### config.mk
export PLATFORM = sky130hd
export DESIGN_NAME = amc_sequencer
export DESIGN_NICKNAME = d
export VERILOG_FILES = /design/src/design/amc_pkg.sv /design/src/design/amc_rem_unit.sv /design/src/design/amc_sequencer.sv
export SDC_FILE = /design/constraint.sdc
export NUM_CORES = 1
export LEC_CHECK = 0
export BUFFER_PORTS_ARGS = -buffer_cell sky130_fd_sc_hd__clkbuf_2
export CAP_MARGIN = 15
export CORE_MARGIN = 2
export CORE_UTILIZATION = 35
export DETAILED_ROUTE_END_ITERATION = 8
export SYNTH_ARGS = -nofsm -noshare
export SYNTH_HDL_FRONTEND = slang
export SYNTH_HIERARCHICAL = 1
export SYNTH_SLANG_ARGS = --single-unit
### constraint.sdc
create_clock -name clock -period 7.7 [get_ports clock]
set_input_delay 1.155 -clock clock [delete_from_list [all_inputs] [get_ports clock]]
set_output_delay 1.155 -clock clock [all_outputs]
set_load 0.1 [all_outputs]
### src/design/amc_pkg.sv
// Shared constants and types for the amicable number checker.
// No dependencies; amc_sequencer and amicable_number_checker refer to this package by scoped names.
package amc_pkg;

   // Default width of the number under test
   localparam int NUMBER_WIDTH_DEF = 16;

   // Divisor sum accumulator range
   localparam int SUM_WIDTH = 20;
   localparam logic [SUM_WIDTH-1:0] SUM_LIMIT = {SUM_WIDTH{1'b1}};

   // Response packing: has_partner, divisor_sum, overflow, padded to bytes
   localparam int RSP_FIELDS_W = SUM_WIDTH + 2;
   localparam int RSP_DATA_W = ((RSP_FIELDS_W + 7) / 8) * 8;
   localparam int RSP_PAD_W = RSP_DATA_W - RSP_FIELDS_W;

   // Result of one request
   typedef struct packed {
      logic                 overflow;
      logic [SUM_WIDTH-1:0] divisor_sum;
      logic                 has_partner;
   } result_type;

   // Sequencer status toward the stream interface
   typedef struct packed {
      logic idle;
      logic done;
   } seq_status_type;

endpackage

### src/design/amc_rem_unit.sv
// Bit-serial restoring remainder unit: dividend mod divisor, one bit per cycle.
// Depends on nothing but its parameter; used by amc_sequencer.
module amc_rem_unit #(
   parameter int VAL_W = 20
) (
   input  logic             clock,
   input  logic             reset,
   input  logic             start,
   input  logic [VAL_W-1:0] dividend,
   input  logic [VAL_W-1:0] divisor,
   output logic             done,
   output logic             is_zero
);

   localparam int CNT_W = $clog2(VAL_W + 1);

   logic             busy_ff, busy_in;
   logic             done_ff, done_in;
   logic [CNT_W-1:0] cnt_ff, cnt_in;
   logic [VAL_W-1:0] quo_ff, quo_in;
   logic [VAL_W-1:0] div_ff, div_in;
   logic [VAL_W-1:0] rem_ff, rem_in;
   logic [VAL_W:0]   trial;
   logic [VAL_W:0]   trial_diff;

   // One restoring step: shift in the next dividend bit, subtract if it fits
   always_comb begin
      trial      = {rem_ff, quo_ff[VAL_W-1]};
      trial_diff = trial - {1'b0, div_ff};
      busy_in    = busy_ff;
      done_in    = 1'b0;
      cnt_in     = cnt_ff;
      quo_in     = quo_ff;
      div_in     = div_ff;
      rem_in     = rem_ff;
      if (start) begin
         busy_in = 1'b1;
         cnt_in  = CNT_W'(VAL_W);
         quo_in  = dividend;
         div_in  = divisor;
         rem_in  = '0;
      end else if (busy_ff) begin
         quo_in = {quo_ff[VAL_W-2:0], 1'b0};
         if (trial >= {1'b0, div_ff}) begin
            rem_in = trial_diff[VAL_W-1:0];
         end else begin
            rem_in = trial[VAL_W-1:0];
         end
         cnt_in = cnt_ff - 1'b1;
         if (cnt_ff == CNT_W'(1)) begin
            busy_in = 1'b0;
            done_in = 1'b1;
         end
      end
   end

   always_ff @(posedge clock) begin
      if (reset) begin
         busy_ff <= 1'b0;
         done_ff <= 1'b0;
         cnt_ff  <= '0;
      end else begin
         busy_ff <= busy_in;
         done_ff <= done_in;
         cnt_ff  <= cnt_in;
      end
      quo_ff <= quo_in;
      div_ff <= div_in;
      rem_ff <= rem_in;
   end

   assign done    = done_ff;
   assign is_zero = (rem_ff == '0);

   // A new trial never starts on top of one in progress
   a_start_idle: assert property (@(posedge clock) disable iff (reset)
      start |-> !busy_ff)
      else $error("remainder unit started while busy");

endmodule

### src/design/amc_sequencer.sv
// Sequencer for both divisor-sum passes, driving the shared remainder unit.
// Depends on amc_pkg and amc_rem_unit.
module amc_sequencer #(
   parameter int NUMBER_WIDTH = amc_pkg::NUMBER_WIDTH_DEF
) (
   input  logic                    clock,
   input  logic                    reset,
   input  logic                    start,
   input  logic [NUMBER_WIDTH-1:0] start_number,
   input  logic                    out_free,
   output amc_pkg::seq_status_type status,
   output amc_pkg::result_type     result
);

   localparam int SUM_W = amc_pkg::SUM_WIDTH;
   localparam int VAL_W = (NUMBER_WIDTH > SUM_W) ? NUMBER_WIDTH : SUM_W;
   localparam int EXT_W = VAL_W + 1;

   typedef enum logic [1:0] {
      S_IDLE,
      S_CHECK,
      S_WAIT,
      S_DONE
   } state_type;

   state_type        state_ff, state_in;
   logic [VAL_W-1:0] number_ff, number_in;
   logic [VAL_W-1:0] value_ff, value_in;
   logic [VAL_W-1:0] div_ff, div_in;
   logic [SUM_W-1:0] acc_ff, acc_in;
   logic [SUM_W-1:0] first_ff, first_in;
   logic             pass_ff, pass_in;
   logic             ovf_ff, ovf_in;
   logic             partner_ff, partner_in;
   logic             rem_start;
   logic             rem_done;
   logic             rem_zero;
   logic [EXT_W-1:0] sum_next;

   amc_rem_unit #(
      .VAL_W(VAL_W)
   ) u_rem (
      .clock   (clock),
      .reset   (reset),
      .start   (rem_start),
      .dividend(value_ff),
      .divisor (div_ff),
      .done    (rem_done),
      .is_zero (rem_zero)
   );

   // Step through trial divisors, then the second pass, then hand off the result (early on overflow)
   always_comb begin
      state_in   = state_ff;
      number_in  = number_ff;
      value_in   = value_ff;
      div_in     = div_ff;
      acc_in     = acc_ff;
      first_in   = first_ff;
      pass_in    = pass_ff;
      ovf_in     = ovf_ff;
      partner_in = partner_ff;
      rem_start  = 1'b0;
      sum_next   = EXT_W'(acc_ff) + EXT_W'(div_ff);
      unique case (state_ff)
         S_IDLE: begin
            if (start) begin
               number_in  = VAL_W'(start_number);
               value_in   = VAL_W'(start_number);
               div_in     = VAL_W'(1);
               acc_in     = '0;
               pass_in    = 1'b0;
               ovf_in     = 1'b0;
               partner_in = 1'b0;
               state_in   = S_CHECK;
            end
         end
         S_CHECK: begin
            if (div_ff < value_ff) begin
               rem_start = 1'b1;
               state_in  = S_WAIT;
            end else if (!pass_ff) begin
               // First sum complete: now sum the divisors of that sum
               first_in = acc_ff;
               value_in = VAL_W'(acc_ff);
               div_in   = VAL_W'(1);
               acc_in   = '0;
               pass_in  = 1'b1;
            end else begin
               partner_in = (VAL_W'(acc_ff) == number_ff) &&
                            (VAL_W'(first_ff) != number_ff);
               state_in   = S_DONE;
            end
         end
         S_WAIT: begin
            if (rem_done) begin
               div_in   = div_ff + 1'b1;
               state_in = S_CHECK;
               if (rem_zero) begin
                  if (sum_next > EXT_W'(amc_pkg::SUM_LIMIT)) begin
                     // Accumulator range passed: stop, saturate a first sum
                     ovf_in     = 1'b1;
                     partner_in = 1'b0;
                     if (!pass_ff) begin
                        first_in = amc_pkg::SUM_LIMIT;
                     end
                     state_in = S_DONE;
                  end else begin
                     acc_in = sum_next[SUM_W-1:0];
                  end
               end
            end
         end
         S_DONE: begin
            if (out_free) begin
               state_in = S_IDLE;
            end
         end
         default: begin
            state_in = S_IDLE;
         end
      endcase
   end

   always_ff @(posedge clock) begin
      if (reset) begin
         state_ff   <= S_IDLE;
         pass_ff    <= 1'b0;
         ovf_ff     <= 1'b0;
         partner_ff <= 1'b0;
      end else begin
         state_ff   <= state_in;
         pass_ff    <= pass_in;
         ovf_ff     <= ovf_in;
         partner_ff <= partner_in;
      end
      number_ff <= number_in;
      value_ff  <= value_in;
      div_ff    <= div_in;
      acc_ff    <= acc_in;
      first_ff  <= first_in;
   end

   assign status.idle        = (state_ff == S_IDLE);
   assign status.done        = (state_ff == S_DONE) && out_free;
   assign result.has_partner = partner_ff;
   assign result.divisor_sum = first_ff;
   assign result.overflow    = ovf_ff;

   // Operands hold steady while the remainder unit works on them
   a_wait_stable: assert property (@(posedge clock) disable iff (reset)
      (state_ff == S_WAIT) |=> (state_ff != S_WAIT) ||
                               ($stable(div_ff) && $stable(value_ff)))
      else $error("trial operands changed during remainder");

   // Only proper divisors are tried
   a_proper_divisor: assert property (@(posedge clock) disable iff (reset)
      (state_ff == S_WAIT) |-> (div_ff < value_ff) && (div_ff != '0))
      else $error("trial divisor out of range");

   // An overflowed result never claims a partner
   a_ovf_no_partner: assert property (@(posedge clock) disable iff (reset)
      status.done |-> !(ovf_ff && partner_ff))
      else $error("partner flagged on overflow");

endmodule

# ---- Yosys cells after proc, flatten, opt, wreduce, memory -nomap -nowiden
# Cells that the tools add are included.
dict set report word_totals {
  register_bits 168
  in_bits 20
  wordCells 114
}
dict set report op_classes {
  n_lt_le_gt_ge 3
  n_bitwise 1
  n_addsub 4
  muxes 53
  n_reduce_logical 20
  n_eq_ne 17
}
# cell count
set ops {}
lappend ops {{2-to-1 mux 20 bit} 20}
lappend ops {{case mux 20 bit (3 select lines)} 2}
lappend ops {{case mux 20 bit (2 select lines)} 2}
lappend ops {{adder 20 x 20 -> 21 bit} 1}
lappend ops {{>= comparator 21 x 20 -> 1 bit} 1}
lappend ops {{greater-than comparator 21 x 20 -> 1 bit (second input constant)} 1}
lappend ops {{AND reduction 7 bit} 3}
lappend ops {{adder 20 x 1 -> 20 bit (second input constant)} 1}
lappend ops {{== test 20 x 16 -> 1 bit} 1}
lappend ops {{logical NOT 20 bit} 1}
lappend ops {{less-than comparator 20 bit} 1}
lappend ops {{inequality test 20 x 16 -> 1 bit} 1}
lappend ops {{subtractor 20 bit} 1}
lappend ops {{inequality test 2 bit (second input constant)} 9}
lappend ops {{2-to-1 mux 1 bit} 16}
lappend ops {{2-to-1 mux 2 bit} 7}
lappend ops {{2-to-1 mux 5 bit} 2}
lappend ops {{AND reduction 5 bit} 2}
lappend ops {{case mux 2 bit (4 select lines)} 1}
lappend ops {{AND reduction 4 bit} 2}
lappend ops {{nonzero test 2 bit} 4}
lappend ops {{== test 5 x 1 -> 1 bit (second input constant)} 1}
lappend ops {{subtractor 5 x 1 -> 5 bit (second input constant)} 1}
lappend ops {{== test 2 bit (second input constant)} 2}
lappend ops {{other kinds (13)} 15}

# ---- Longest topological paths before layout
# Gate-level depths: netlist of run 1.
dict set report logic_depth {
  depth_word 6
  mapped_depth 13
}

# ---- Hierarchy
# The synthesis of run 1 kept the hierarchy.
# module area_each_um2 cells_per_inst instances seq_area_each_um2
set modules_own_cells {}
lappend modules_own_cells {amc_sequencer 6008.3 578 1 2982.9}
lappend modules_own_cells {amc_rem_unit 3942.5 391 1 1741.7}

# ---- Worst setup path after synthesis of run 1
# OpenSTA, ideal clock, no wires.
dict set report synth_path {
  path_kind {register to register}
  from {register, netlist name div_ff[0]}
  to {register first_ff[0], enable pin}
  path_buffers 0
  path_slack_ns 3.695
  path_stages_with_launch 10
  arrival_time_ns 3.576
  cell_sequence {edfxtp_1 > ha_1 > inv_1 > fa_1 > and2b_1 > o31a_1 > o21ai_4 > o31ai_2 > a311oi_4 > o31ai_1}
}
# element line_no
set synth_lines {}
lappend synth_lines {{end signal: assignment} amc_sequencer.sv:141} ;# first_ff <= first_in;
lappend synth_lines {{end: declaration} amc_sequencer.sv:31} ;# logic [SUM_W-1:0] first_ff, first_in;

==> summary.txt, run 1 <==
Routing
  – Metal3 WL: 1341 um
  – Final ANT Viol Nets: 0
  – Vias: 7390
  – Wl on met1: 12380 um
  – DRC viols: 0
  – Wire length on met2: 11190 um
  – Vias per inst: 5.317
  – Iteration-0 DRC Markers: 675
  – Highest routed layer: met4
  – DR pass1 iterations: 5
  – Detail-routed net length per standard cell: 18.21 um
  – DRT Wirelength: 25310 um

Logic synthesis
  – EDFF count, synth: 136
  – Yosys top cell area share: 41.04%
  – Ys Warns: 6
  – Most used DFF post-synth: edfxtp_1
  – Most frequent cells after synthesis: edfxtp_1 (136), nand2_1 (100), nor2_1 (77)
  – Synth cell types: 74
  – Syn Nets: 1053
  – Synth Area per Inst: 10.27 um2
  – Synth Register Bits: 168
  – Post-synth ARST share: 0%
  – Seq/Total Area, Yosys: 47.48%
  – Yosys top cell by area: edfxtp_1
  – Cell area after synthesis: 9951 um2
  – Top cells by area, synth: edfxtp_1 (41%), ha_1 (7.8%), dfxtp_1 (6.4%)
  – Most common cell in the synthesized netlist: edfxtp_1
  – Cells after Synth: 969

Critical path
  – Crit path max fanout: 66
  – CP peak stage delay: 0.70 ns
  – CP startpoint kind: register
  – Setup crit end kind: register
  – WS Path Type: reg2reg
  – Worst path top cell family by delay: buffers and inverters
  – R2R setup slack: 3.56 ns
  – Critical-path cell list: ha_1 -> a21o_1 -> a21oi_1 -> nand3_1 -> o31ai_1 -> o211ai_1 -> nor2_4 -> buf_4 -> nor2_1 -> inv_1
  – Worst EP arrival: 4.19 ns
  – CP max stage cell: inv_1
  – CP Data Required Time: 7.75 ns
  – CP Buf/Inv Count: 2

Run status
  – Outcome: finished clean

Placement
  – Port Buffers: 43
  – Post-DP Area: 10560 um2
  – DP HPWL: 18790 um
  – Routability congestion estimate: 0.8588

Finish
  – Layout area overhead: 12.13%
  – Fin area: 11160 um2
  – Fraction of layout cells with a size suffix above 1: 11.86%
  – Filler cells: 2713
  – Nets: 1084
  – Multi-input gate area: 4885 um2
  – N_diodes: 0
  – Reg area: 4725 um2

Clock tree
  – Clock Tree Buf Depth: 2
  – Worst-path clk slew: 0.06 ns
  – CTS tree: built
  – Clock sink total: 168
  – Root Driver: clkbuf_16
  – Postcts setup bufs: 0
  – H-tree depth: 4
  – Resized cells post-CTS: 0
  – Cts hold-fix bufs: 0
  – Inserted Clock Buffers: 17
  – Clock latency at the later pin of the worst-skew pair: 0.43 ns

Power and ir drop
  – Clock group share of total power: 15.8%
  – Leak: 4.396 nW
  – PD cells: 501.6 nW/um2
  – Power share of the sequential group: 33.9%
  – Gate power share: 50.2%
  – Worst vdd ir: 247.3 uV
  – Sw Ratio: 44.81%
  – Net Switching: 2.508 mW
  – Cell internal pwr: 3.089 mW

Floorplanning
  – Die Ht: 172.6 um
  – Core area: 27860 um2
  – Starting Density: 35.72%
  – I/O pin total: 44
  – # rows: 61
  – Die ar.: 29800 um2
  – Die X: 172.6 um

GRT
  – Initial antenna violation count: 0
  – Vias in the first global route: 7074
  – Total GRT Usage: 17.28%
  – Largest net degree at the start of global routing: 67
  – First-pass GRT wire length: 40610 um
  – Total grt overflow: 0

STA
  – Worst Tran Pin Value: 1.007 ns
  – Headroom to the max-slew limit: 32.86%
  – Setup TNS: 0 ns
  – Endpoints failing hold: 0
  – FMAX: 241.7 MHz
  – RSZ-0062 raised after global routing: false
  – Slew Viols, Final: 0
  – Crit share post-route: 53.74%
  – Final setup vio count: 0
  – Worst Clk Skew: 0.009177 ns
  – Tmin final: 4.138 ns

Flow run
  – Max Cap Violations: 0

Min path
  – Hold Crit Class: reg2reg
layer usage:
layer / vias up / GRT usage, %
met3: 24 / 3.144
met1: 3537 / 25.27
met4: 0 / 4.202
met5: - / 0
met2: 220 / 26.46
li1: 3609 / -
placed cells by master, fill, tap and decap left out, types with 20 or more instances in the layout:
cell        n
edfxtp_1  136
nand2_1   100
nor2_1     76
ha_1       62
inv_1      55
xnor2_1    45
a21oi_1    43
clkbuf_2   43
dfxtp_1    32
o21ai_0    31
xor2_1     30
nand3_1    29
nand2b_1   28
a21o_1     25
nor3_1     25
mux2_2     20
power by group through the flow:
stage / Combinational [mW] / Clock [mW] / Sequential (mW)
2_1_floorplan: 2.03 / 0 / 1.92
3_3_place_gp: 2.76 / 0 / 1.91
3_5_place_dp: 2.77 / 0 / 1.91
4_1_cts: 2.79 / 0.896 / 1.90
5_1_grt: 3.11 / 0.938 / 1.95
6_report: 2.81 / 0.887 / 1.90
registers in the layout (all words and copies together), names as in the netlist, 5 cells and up:
| name | cells |
|---|---|
| u_rem/quo_ff | 20 |
| number_ff | 16 |
| div_ff | 20 |
| acc_ff | 20 |
| u_rem/div_ff | 20 |
| first_ff | 20 |
| u_rem/rem_ff | 20 |
| value_ff | 20 |
| u_rem/cnt_ff | 5 |
logic make-up after synthesis:
| group | share of synthesized area (%) |
|---|---|
| AND/OR/NAND/NOR | 16.92 |
| multiplexers | 2.465 |
| buffers and inverters | 3.760 |
| XOR/XNOR | 6.601 |
| AO/OA/AOI/OAI | 14.57 |
| adder cells (fa/ha/maj) | 8.198 |
| flip-flops | 47.48 |
per-stage QoR:
| stage | cells | power (mW) | setup WS (ns) | utilization, % | hold slack, ns |
|---|---|---|---|---|---|
| final | 1390 | 5.597 | 3.562 | 40.05 | 0.4704 |
| after global routing | 1390 | 5.998 | 3.121 | 40.05 | 0.4981 |
| after CTS | 1390 | 5.590 | 3.530 | 40.05 | 0.4781 |
| after detailed placement | 1359 | 4.683 | 3.528 | 37.89 | 0.4645 |
| after global placement | 1359 | 4.674 | 3.641 | 37.89 | 0.4491 |
| after floorplan | 969 | 3.952 | 3.695 | - | 0.4418 |
path summary, 6_finish.rpt:
| path | startpoint | to | cells after the start |
|---|---|---|---|
| max | div_ff[14]$_SDFFCE_PN0P_ | u_rem/quo_ff[4]$_DFFE_PP_ | 10 |
| min reg2reg | ovf_ff$_SDFFE_PP0P_ | ovf_ff$_SDFFE_PP0P_ | 1 |
| min | ovf_ff$_SDFFE_PP0P_ | ovf_ff$_SDFFE_PP0P_ | 1 |
| max reg2reg | div_ff[14]$_SDFFCE_PN0P_ | u_rem/quo_ff[4]$_DFFE_PP_ | 10 |
cell type report:
class	count	share of cell area, %
clock buffer	18	3.846
clock inverter	13	1.547
inverter	55	1.850
multi-input combinational	708	43.78
sequential	168	42.34
tap	378	4.239
timing repair buffer	50	2.400
No activity file was read; power rests on OpenSTA's default activity.
==> run 2, diff against run 1 <==
Clock period 7.7 ns to 3.8 ns, I/O delays scaled along.
==> summary.txt, run 2 (same netlist as run 1, synthesis figures left out) <==
Run status
  – Outcome: finished clean (unchanged)

GRT
  – Total GRT Usage: 16.88% (was 17.28%)
  – Initial antenna violation count: 0 (unchanged)
  – Largest net degree at the start of global routing: 37 (was 67)
  – Grt met2 use: 26.32% (was 26.46%)
  – Vias in the first global route: 7137 (was 7074)
  – GRT met1 Usage: 23.82% (was 25.27%)
  – Total grt overflow: 0 (unchanged)
  – Met3 Track Usage GR: 2.880% (was 3.144%)
  – First-pass GRT wire length: 39650 um (was 40610 um)
  – Busiest layer in global routing: met2 (unchanged)

Routing
  – Detail-routed net length per standard cell: 17.80 um (was 18.21 um)
  – DRC viols: 0 (unchanged)
  – DR pass1 iterations: 5 (unchanged)
  – Iteration-0 DRC Markers: 634 (was 675)
  – Final ANT Viol Nets: 0 (unchanged)
  – Vias: 7525 (was 7390)
  – DRT Wirelength: 25300 um (was 25310 um)
  – Vias per inst: 5.296 (was 5.317)

Floorplanning
  – # rows: 61 (unchanged)
  – Core area: 27860 um2 (unchanged)
  – Die X: 172.6 um (unchanged)
  – Starting Density: 35.72% (unchanged)
  – Die Ht: 172.6 um (unchanged)
  – Die ar.: 29800 um2 (unchanged)
  – I/O pin total: 44 (unchanged)

Placement
  – Routability congestion estimate: 0.8539 (was 0.8588)
  – Port Buffers: 43 (unchanged)
  – DP HPWL: 18970 um (was 18790 um)

Clock tree
  – Cts hold-fix bufs: 0 (unchanged)
  – Postcts setup bufs: 0 (unchanged)
  – Clock Tree Buf Depth: 2 (unchanged)
  – Worst-path clk slew: 0.07 ns (was 0.06 ns)
  – Inserted Clock Buffers: 17 (unchanged)
  – Resized cells post-CTS: 0 (unchanged)
  – Root Driver: clkbuf_16 (unchanged)
  – Clock latency at the later pin of the worst-skew pair: 0.43 ns (about the same)
  – CTS tree: built (unchanged)
  – H-tree depth: 4 (unchanged)
  – Clock sink total: 168 (unchanged)

STA
  – Worst Tran Pin Value: 0.9049 ns (was 1.007 ns)
  – Headroom to the max-slew limit: 39.67% (was 32.86%)
  – FMAX: 291.5 MHz (was 241.7 MHz)
  – Worst Clk Skew: 0.01056 ns (was 0.009177 ns)
  – Endpoints failing hold: 0 (unchanged)
  – Setup TNS: 0 ns (unchanged)
  – Final setup vio count: 0 (unchanged)
  – Crit share post-route: 90.29% (was 53.74%)
  – Tmin final: 3.431 ns (was 4.138 ns)
  – Slew Viols, Final: 0 (unchanged)
  – RSZ-0062 raised after global routing: false (unchanged)

Finish
  – Commonest cells after routing, fill and taps aside: edfxtp_1 (136), nand2_1 (100), nor2_1 (76), ha_1 (62), inv_1 (55) (unchanged)
  – Fraction of layout cells with a size suffix above 1: 14.38% (was 11.86%)
  – Commonest non-fill, non-tap cell in the layout: edfxtp_1 (unchanged)
  – Nets: 1114 (was 1084)
  – Layout area overhead: 14.69% (was 12.13%)
  – Filler cells: 2686 (was 2713)
  – N_diodes: 0 (unchanged)
  – Reg area: 4725 um2 (unchanged)
  – Multi-input gate area: 4885 um2 (unchanged)

Power and ir drop
  – Cell internal pwr: 6.397 mW (was 3.089 mW)
  – Gate power share: 51.9% (was 50.2%)
  – Power share of the sequential group: 32.8% (was 33.9%)
  – Leak: 4.555 nW (was 4.396 nW)
  – Clock group share of total power: 15.3% (was 15.8%)
  – Worst vdd ir: 338.3 uV (was 247.3 uV)
  – Net Switching: 5.122 mW (was 2.508 mW)
  – PD cells: 1009 nW/um2 (was 501.6 nW/um2)
  – Sw Ratio: 44.47% (was 44.81%)
  – Total power: 11.52 mW (was 5.597 mW)

Critical path
  – CP Data Required Time: 3.98 ns (was 7.75 ns)
  – Setup crit end kind: register (unchanged)
  – WS Path Type: reg2reg (unchanged)
  – Crit path launch: div_ff[1]$_SDFFCE_PN0P_ (was div_ff[14]$_SDFFCE_PN0P_)
  – Crit path max fanout: 36 (was 66)
  – Worst EP arrival: 3.61 ns (was 4.19 ns)
  – CP startpoint kind: register (unchanged)
  – Critical R2R Launch: div_ff[1]$_SDFFCE_PN0P_ (was div_ff[14]$_SDFFCE_PN0P_)

Min path
  – Hold Crit Class: in2reg (was reg2reg)
  – Min-delay src: start_number[4] (was ovf_ff$_SDFFE_PP0P_)

Flow run
  – Max Cap Violations: 0 (unchanged)
[run 2: changes by cell type in the layout (fill, tap and decap cells not counted)]
cell	previous run	this run
buf_12	0	3
buf_4	7	34
bufinv_16	3	2
clkbuf_1	1	0
clkinv_1	0	2
clkinv_2	2	0
clkinv_4	3	4
clkinvlp_4	2	1
inv_6	1	4
[run 2: worst max-delay path, cell delays in order (launching register included)]
cell and delay, ns:
edfxtp_1 0.40, buf_4 0.17, ha_1 0.26, a2111oi_0 0.42, a2111oi_0 0.15, o31ai_1 0.44, o211ai_1 0.29, nor2_4 0.30
buf_4 0.17, buf_12 0.20, mux2_2 0.36
[run 2: worst paths after layout]
path / to / slack, ns / depth (start not counted)
max: u_rem/quo_ff[5]$_DFFE_PP_ / 0.37 / 10
min: number_ff[4]$_DFFE_PP_ / 0.33 / 1
max reg2reg: u_rem/quo_ff[5]$_DFFE_PP_ / 0.37 / 10
min reg2reg: ovf_ff$_SDFFE_PP0P_ / 0.48 / 1
[run 2: metal layers]
| layer | up-vias | wire, um |
|---|---|---|
| met5 | - | 0 |
| met4 | 0 | 471 |
| met3 | 29 | 1030 |
| met2 | 180 | 11680 |
| met1 | 3643 | 12110 |
| li1 | 3673 | - |
[run 2: area by class of cell]
| class | count | share of cell area [%] |
|---|---|---|
| Multi-Input combinational cell | 708 | 42.80 |
| Sequential cell | 168 | 41.40 |
| Timing Repair Buffer | 80 | 4.649 |
| Tap cell | 378 | 4.144 |
| Clock buffer | 17 | 3.728 |
| Inverter | 55 | 1.809 |
| Clock inverter | 15 | 1.469 |
[run 2: power by group through the flow]
stage	logic, mW	clock network, mW	registers [mW]
final	5.98	1.76	3.78
after global routing	6.61	1.86	3.86
after CTS	5.86	1.78	3.77
after detailed placement	5.82	0	3.81
after global placement	5.78	0	3.79
after floorplan	4.12	0	3.90
[run 2: metrics by stage]
stage | std cells | utilization, % | worst slack [ns] | hold slack, ns | instance area [um2]
detailed placement | 1379 | 38.48 | 0.1194 | 0.4743 | 10720
global route | 1421 | 40.97 | 0.1382 | 0.3072 | 11410
finish | 1421 | 40.97 | 0.3691 | 0.3262 | 11410
CTS | 1411 | 40.61 | 0.09629 | 0.3091 | 11310
global placement | 1379 | 38.48 | 0.2270 | 0.4575 | 10720
floorplan | 969 | - | 0.2406 | 0.4418 | 9958
==> run 3, diff against run 2 <==
Settings changed: ABC_AREA set to 1.
==> summary.txt, run 3 <==
Run status
  – Outcome: finished clean (unchanged)

GRT
  – Vias in the first global route: 8278 (was 7137)
  – Largest net degree at the start of global routing: 41 (was 37)
  – Met3 Track Usage GR: 2.556% (was 2.880%)
  – Busiest layer in global routing: met2 (unchanged)
  – GRT met1 Usage: 24.30% (was 23.82%)
  – Total grt overflow: 0 (unchanged)
  – Initial antenna violation count: 0 (unchanged)
  – Grt met2 use: 30.08% (was 26.32%)
  – Total GRT Usage: 18.00% (was 16.88%)
  – First-pass GRT wire length: 43650 um (was 39650 um)

Min path
  – Hold Crit Class: in2reg (unchanged)
  – Min-delay src: start_number[8] (was start_number[4])

Flow run
  – Max Cap Violations: 0 (unchanged)

Routing
  – Vias per inst: 4.889 (was 5.296)
  – DR pass1 iterations: 8 (was 5)
  – DRT Wirelength: 27080 um (was 25300 um)
  – Final ANT Viol Nets: 0 (unchanged)
  – Detail-routed net length per standard cell: 15.50 um (was 17.80 um)
  – Iteration-0 DRC Markers: 715 (was 634)
  – DRC viols: 0 (unchanged)
  – Vias: 8541 (was 7525)

Finish
  – Fraction of layout cells with a size suffix above 1: 10.54% (was 14.38%)
  – Commonest cells after routing, fill and taps aside: nand2_1 (394), inv_1 (207), edfxtp_1 (136), nor2_1 (92) (was edfxtp_1 (136), nand2_1 (100), nor2_1 (76), ha_1 (62), inv_1 (55))
  – Layout area overhead: 11.69% (was 14.69%)
  – N_diodes: 0 (unchanged)
  – Reg area: 4725 um2 (unchanged)
  – Filler cells: 3096 (was 2686)
  – Multi-input gate area: 4786 um2 (was 4885 um2)
  – Nets: 1428 (was 1114)
  – Commonest non-fill, non-tap cell in the layout: nand2_1 (was edfxtp_1)

Clock tree
  – Clock latency at the later pin of the worst-skew pair: 0.44 ns (was 0.43 ns)
  – Postcts setup bufs: 0 (unchanged)
  – Cts hold-fix bufs: 0 (unchanged)
  – CTS tree: built (unchanged)
  – Clock Tree Buf Depth: 2 (unchanged)
  – Root Driver: clkbuf_16 (unchanged)
  – Inserted Clock Buffers: 17 (unchanged)
  – Clock sink total: 168 (unchanged)
  – H-tree depth: 4 (unchanged)
  – Resized cells post-CTS: 0 (unchanged)
  – Worst-path clk slew: 0.08 ns (was 0.07 ns)

STA
  – Slew Viols, Final: 0 (unchanged)
  – RSZ-0062 raised after global routing: false (unchanged)
  – FMAX: 315.3 MHz (was 291.5 MHz)
  – Worst Clk Skew: 0.01460 ns (was 0.01056 ns)
  – Setup TNS: 0 ns (unchanged)
  – Final setup vio count: 0 (unchanged)
  – Headroom to the max-slew limit: 37.46% (was 39.67%)
  – Crit share post-route: 83.47% (was 90.29%)
  – Endpoints failing hold: 0 (unchanged)
  – PnR worst setup slack: 0.6280 ns (was 0.3691 ns)
  – Worst Tran Pin Value: 0.9323 ns (was 0.9049 ns)
  – Tmin final: 3.172 ns (was 3.431 ns)

Logic synthesis
  – Cell area after synthesis: 10470 um2 (was 9951 um2)
  – Simple-Gate Fraction of Synth Area: 27.43% (was 16.92%)
  – Ys Warns: 6 (unchanged)
  – Compound-cell area share of the yosys netlist: 7.507% (was 14.57%)
  – Yosys top cell by area: edfxtp_1 (unchanged)
  – Post-synthesis mux area share: 0% (was 2.464%)
  – Largest family of logic cells by synthesized area: simple AND/OR/NAND/NOR gates (unchanged)
  – Post-synth ARST share: 0% (unchanged)
  – EDFF count, synth: 136 (unchanged)
  – Synth cell types: 48 (was 74)
  – Most frequent cells after synthesis: nand2_1 (394), inv_1 (207), edfxtp_1 (136) (was edfxtp_1 (136), nand2_1 (100), nor2_1 (77))
  – Synth Area per Inst: 8.071 um2 (was 10.27 um2)
  – Most used DFF post-synth: edfxtp_1 (unchanged)
  – Seq/Total Area, Yosys: 45.14% (was 47.48%)
  – Adder-Cell Fraction of Synth Area: 7.793% (was 8.198%)
  – Most common cell in the synthesized netlist: nand2_1 (was edfxtp_1)
  – Top cells by area, synth: edfxtp_1 (39%), nand2_1 (14%), inv_1 (7.4%) (was edfxtp_1 (41%), ha_1 (7.8%), dfxtp_1 (6.4%))
  – Syn Nets: 1381 (was 1053)
  – XOR/XNOR Fraction of Synth Area: 2.929% (was 6.601%)
  – Synth Register Bits: 168 (unchanged)
  – Cells after Synth: 1297 (was 969)
  – Yosys top cell area share: 39.02% (was 41.04%)

Critical path
  – Worst EP arrival: 3.07 ns (was 3.61 ns)
  – WS Path Type: reg2reg (unchanged)
  – CP Buf/Inv Count: 2 (was 3)
  – Setup crit end kind: register (unchanged)
  – Worst R2R End: u_rem/quo_ff[3]$_DFFE_PP_ (was u_rem/quo_ff[5]$_DFFE_PP_)
  – CP peak stage delay: 0.76 ns (was 0.44 ns)
  – CP max stage cell: clkinv_1 (was o31ai_1)
  – CP Capture Point: u_rem/quo_ff[3]$_DFFE_PP_ (was u_rem/quo_ff[5]$_DFFE_PP_)
  – Worst Reg2Reg Path Length in Cells: 10 (unchanged)
  – Critical R2R Launch: div_ff[19]$_SDFFCE_PN0P_ (was div_ff[1]$_SDFFCE_PN0P_)
  – R2R setup slack: 0.63 ns (was 0.37 ns)
  – Crit path max fanout: 29 (was 36)
  – Critical-path cell list: ha_1 -> nand2_1 -> nor2_1 -> nand2_1 -> nor2_1 -> nand2_1 -> nand4_1 -> inv_1 -> nor2_1 -> clkinv_1 (was buf_4 -> ha_1 -> a2111oi_0 -> a2111oi_0 -> o31ai_1 -> o211ai_1 -> nor2_4 -> buf_4 -> buf_12 -> mux2_2)
  – Crit path launch: div_ff[19]$_SDFFCE_PN0P_ (was div_ff[1]$_SDFFCE_PN0P_)
  – CP startpoint kind: register (unchanged)
  – CP Data Required Time: 3.69 ns (was 3.98 ns)
  – WP depth: 10 (unchanged)
  – Worst path top cell family by delay: buffers and inverters (was compound AO/OA/AOI/OAI gates)

Placement
  – Post-Place Worst Slack: 0.5588 ns (was 0.1194 ns)
  – DP HPWL: 20770 um (was 18970 um)
  – Port Buffers: 43 (unchanged)
  – Routability congestion estimate: 0.8680 (was 0.8539)

Floorplanning
  – # rows: 63 (was 61)
  – Die X: 176.9 um (was 172.6 um)
  – Die Ht: 176.9 um (was 172.6 um)
  – I/O pin total: 44 (unchanged)
  – Core area: 29560 um2 (was 27860 um2)
  – Die ar.: 31310 um2 (was 29800 um2)
  – Starting Density: 35.41% (was 35.72%)
==> run 3: changes by cell type after synthesis, moves of 13 or more <==
cell and change:
a21oi_1 +22, clkbuf_1 -15, nand3_1 +35, nand2_1 +294
mux2_2 -20, nand2b_1 -29, nand2_2 +16, a21o_1 -21
inv_1 +152, nand3b_1 +13, nor2_1 +16, xnor2_1 -29
==> run 3: cell type report <==
class | instances | area share, %
Multi-Input combinational cell | 890 | 40.94
Clock inverter | 15 | 1.488
Clock buffer | 17 | 3.639
Timing Repair Buffer | 53 | 2.483
Inverter | 214 | 6.871
Sequential cell | 168 | 40.41
Tap cell | 390 | 4.174
==> run 3: kinds of logic (layout without fill, tap and decap cells) <==
kind of cell / after synthesis / after routing
and+or+nand+nor: 651 / 651
adders and majority gates: 64 / 64
xor gates and xnor gates: 35 / 35
buffers and inverters: 239 / 299
DFF: 168 / 168
AOI/OAI and AO/OA: 140 / 140
==> run 3: metrics by stage <==
stage               instances  hold WS, ns  instance area [um2]  util, %
floorplan                1297       0.4422                10470        -
global placement         1715       0.4573                11090    37.52
detailed placement       1715       0.4661                11090    37.52
CTS                      1747       0.3070                11690    39.55
global route             1747       0.2995                11690    39.55
finish                   1747       0.3171                11690    39.55
==> run 3: per-layer routing <==
layer	share of wire, %	vias up
met2	47	191
li1	-	4300
met5	0	-
met1	47	4013
met4	2.0	0
met3	4.1	37
==> run 3: worst min path at each step <==
stage	cells after the start	to
2_1_floorplan	2	u_rem/cnt_ff[4]$_SDFFE_PP0P_
3_3_place_gp	2	u_rem/rem_ff[19]$_SDFFE_PP0P_
3_5_place_dp	2	u_rem/rem_ff[19]$_SDFFE_PP0P_
4_1_cts	1	number_ff[8]$_DFFE_PP_
5_1_grt	1	number_ff[8]$_DFFE_PP_
6_report	1	number_ff[8]$_DFFE_PP_
==> run 3: worst register-to-register path, delay by kind of cell (launching register included) <==
family / cells / cell delay (ns)
fa+ha+maj: 1 / 0.34
flops: 1 / 0.46
simple gates: 7 / 0.87
buf+inv: 2 / 0.97
Power of run 3 is left out: the tool's default activity adds up to more than one toggle a clock period on the data nets, which glitch-free logic cannot reach.
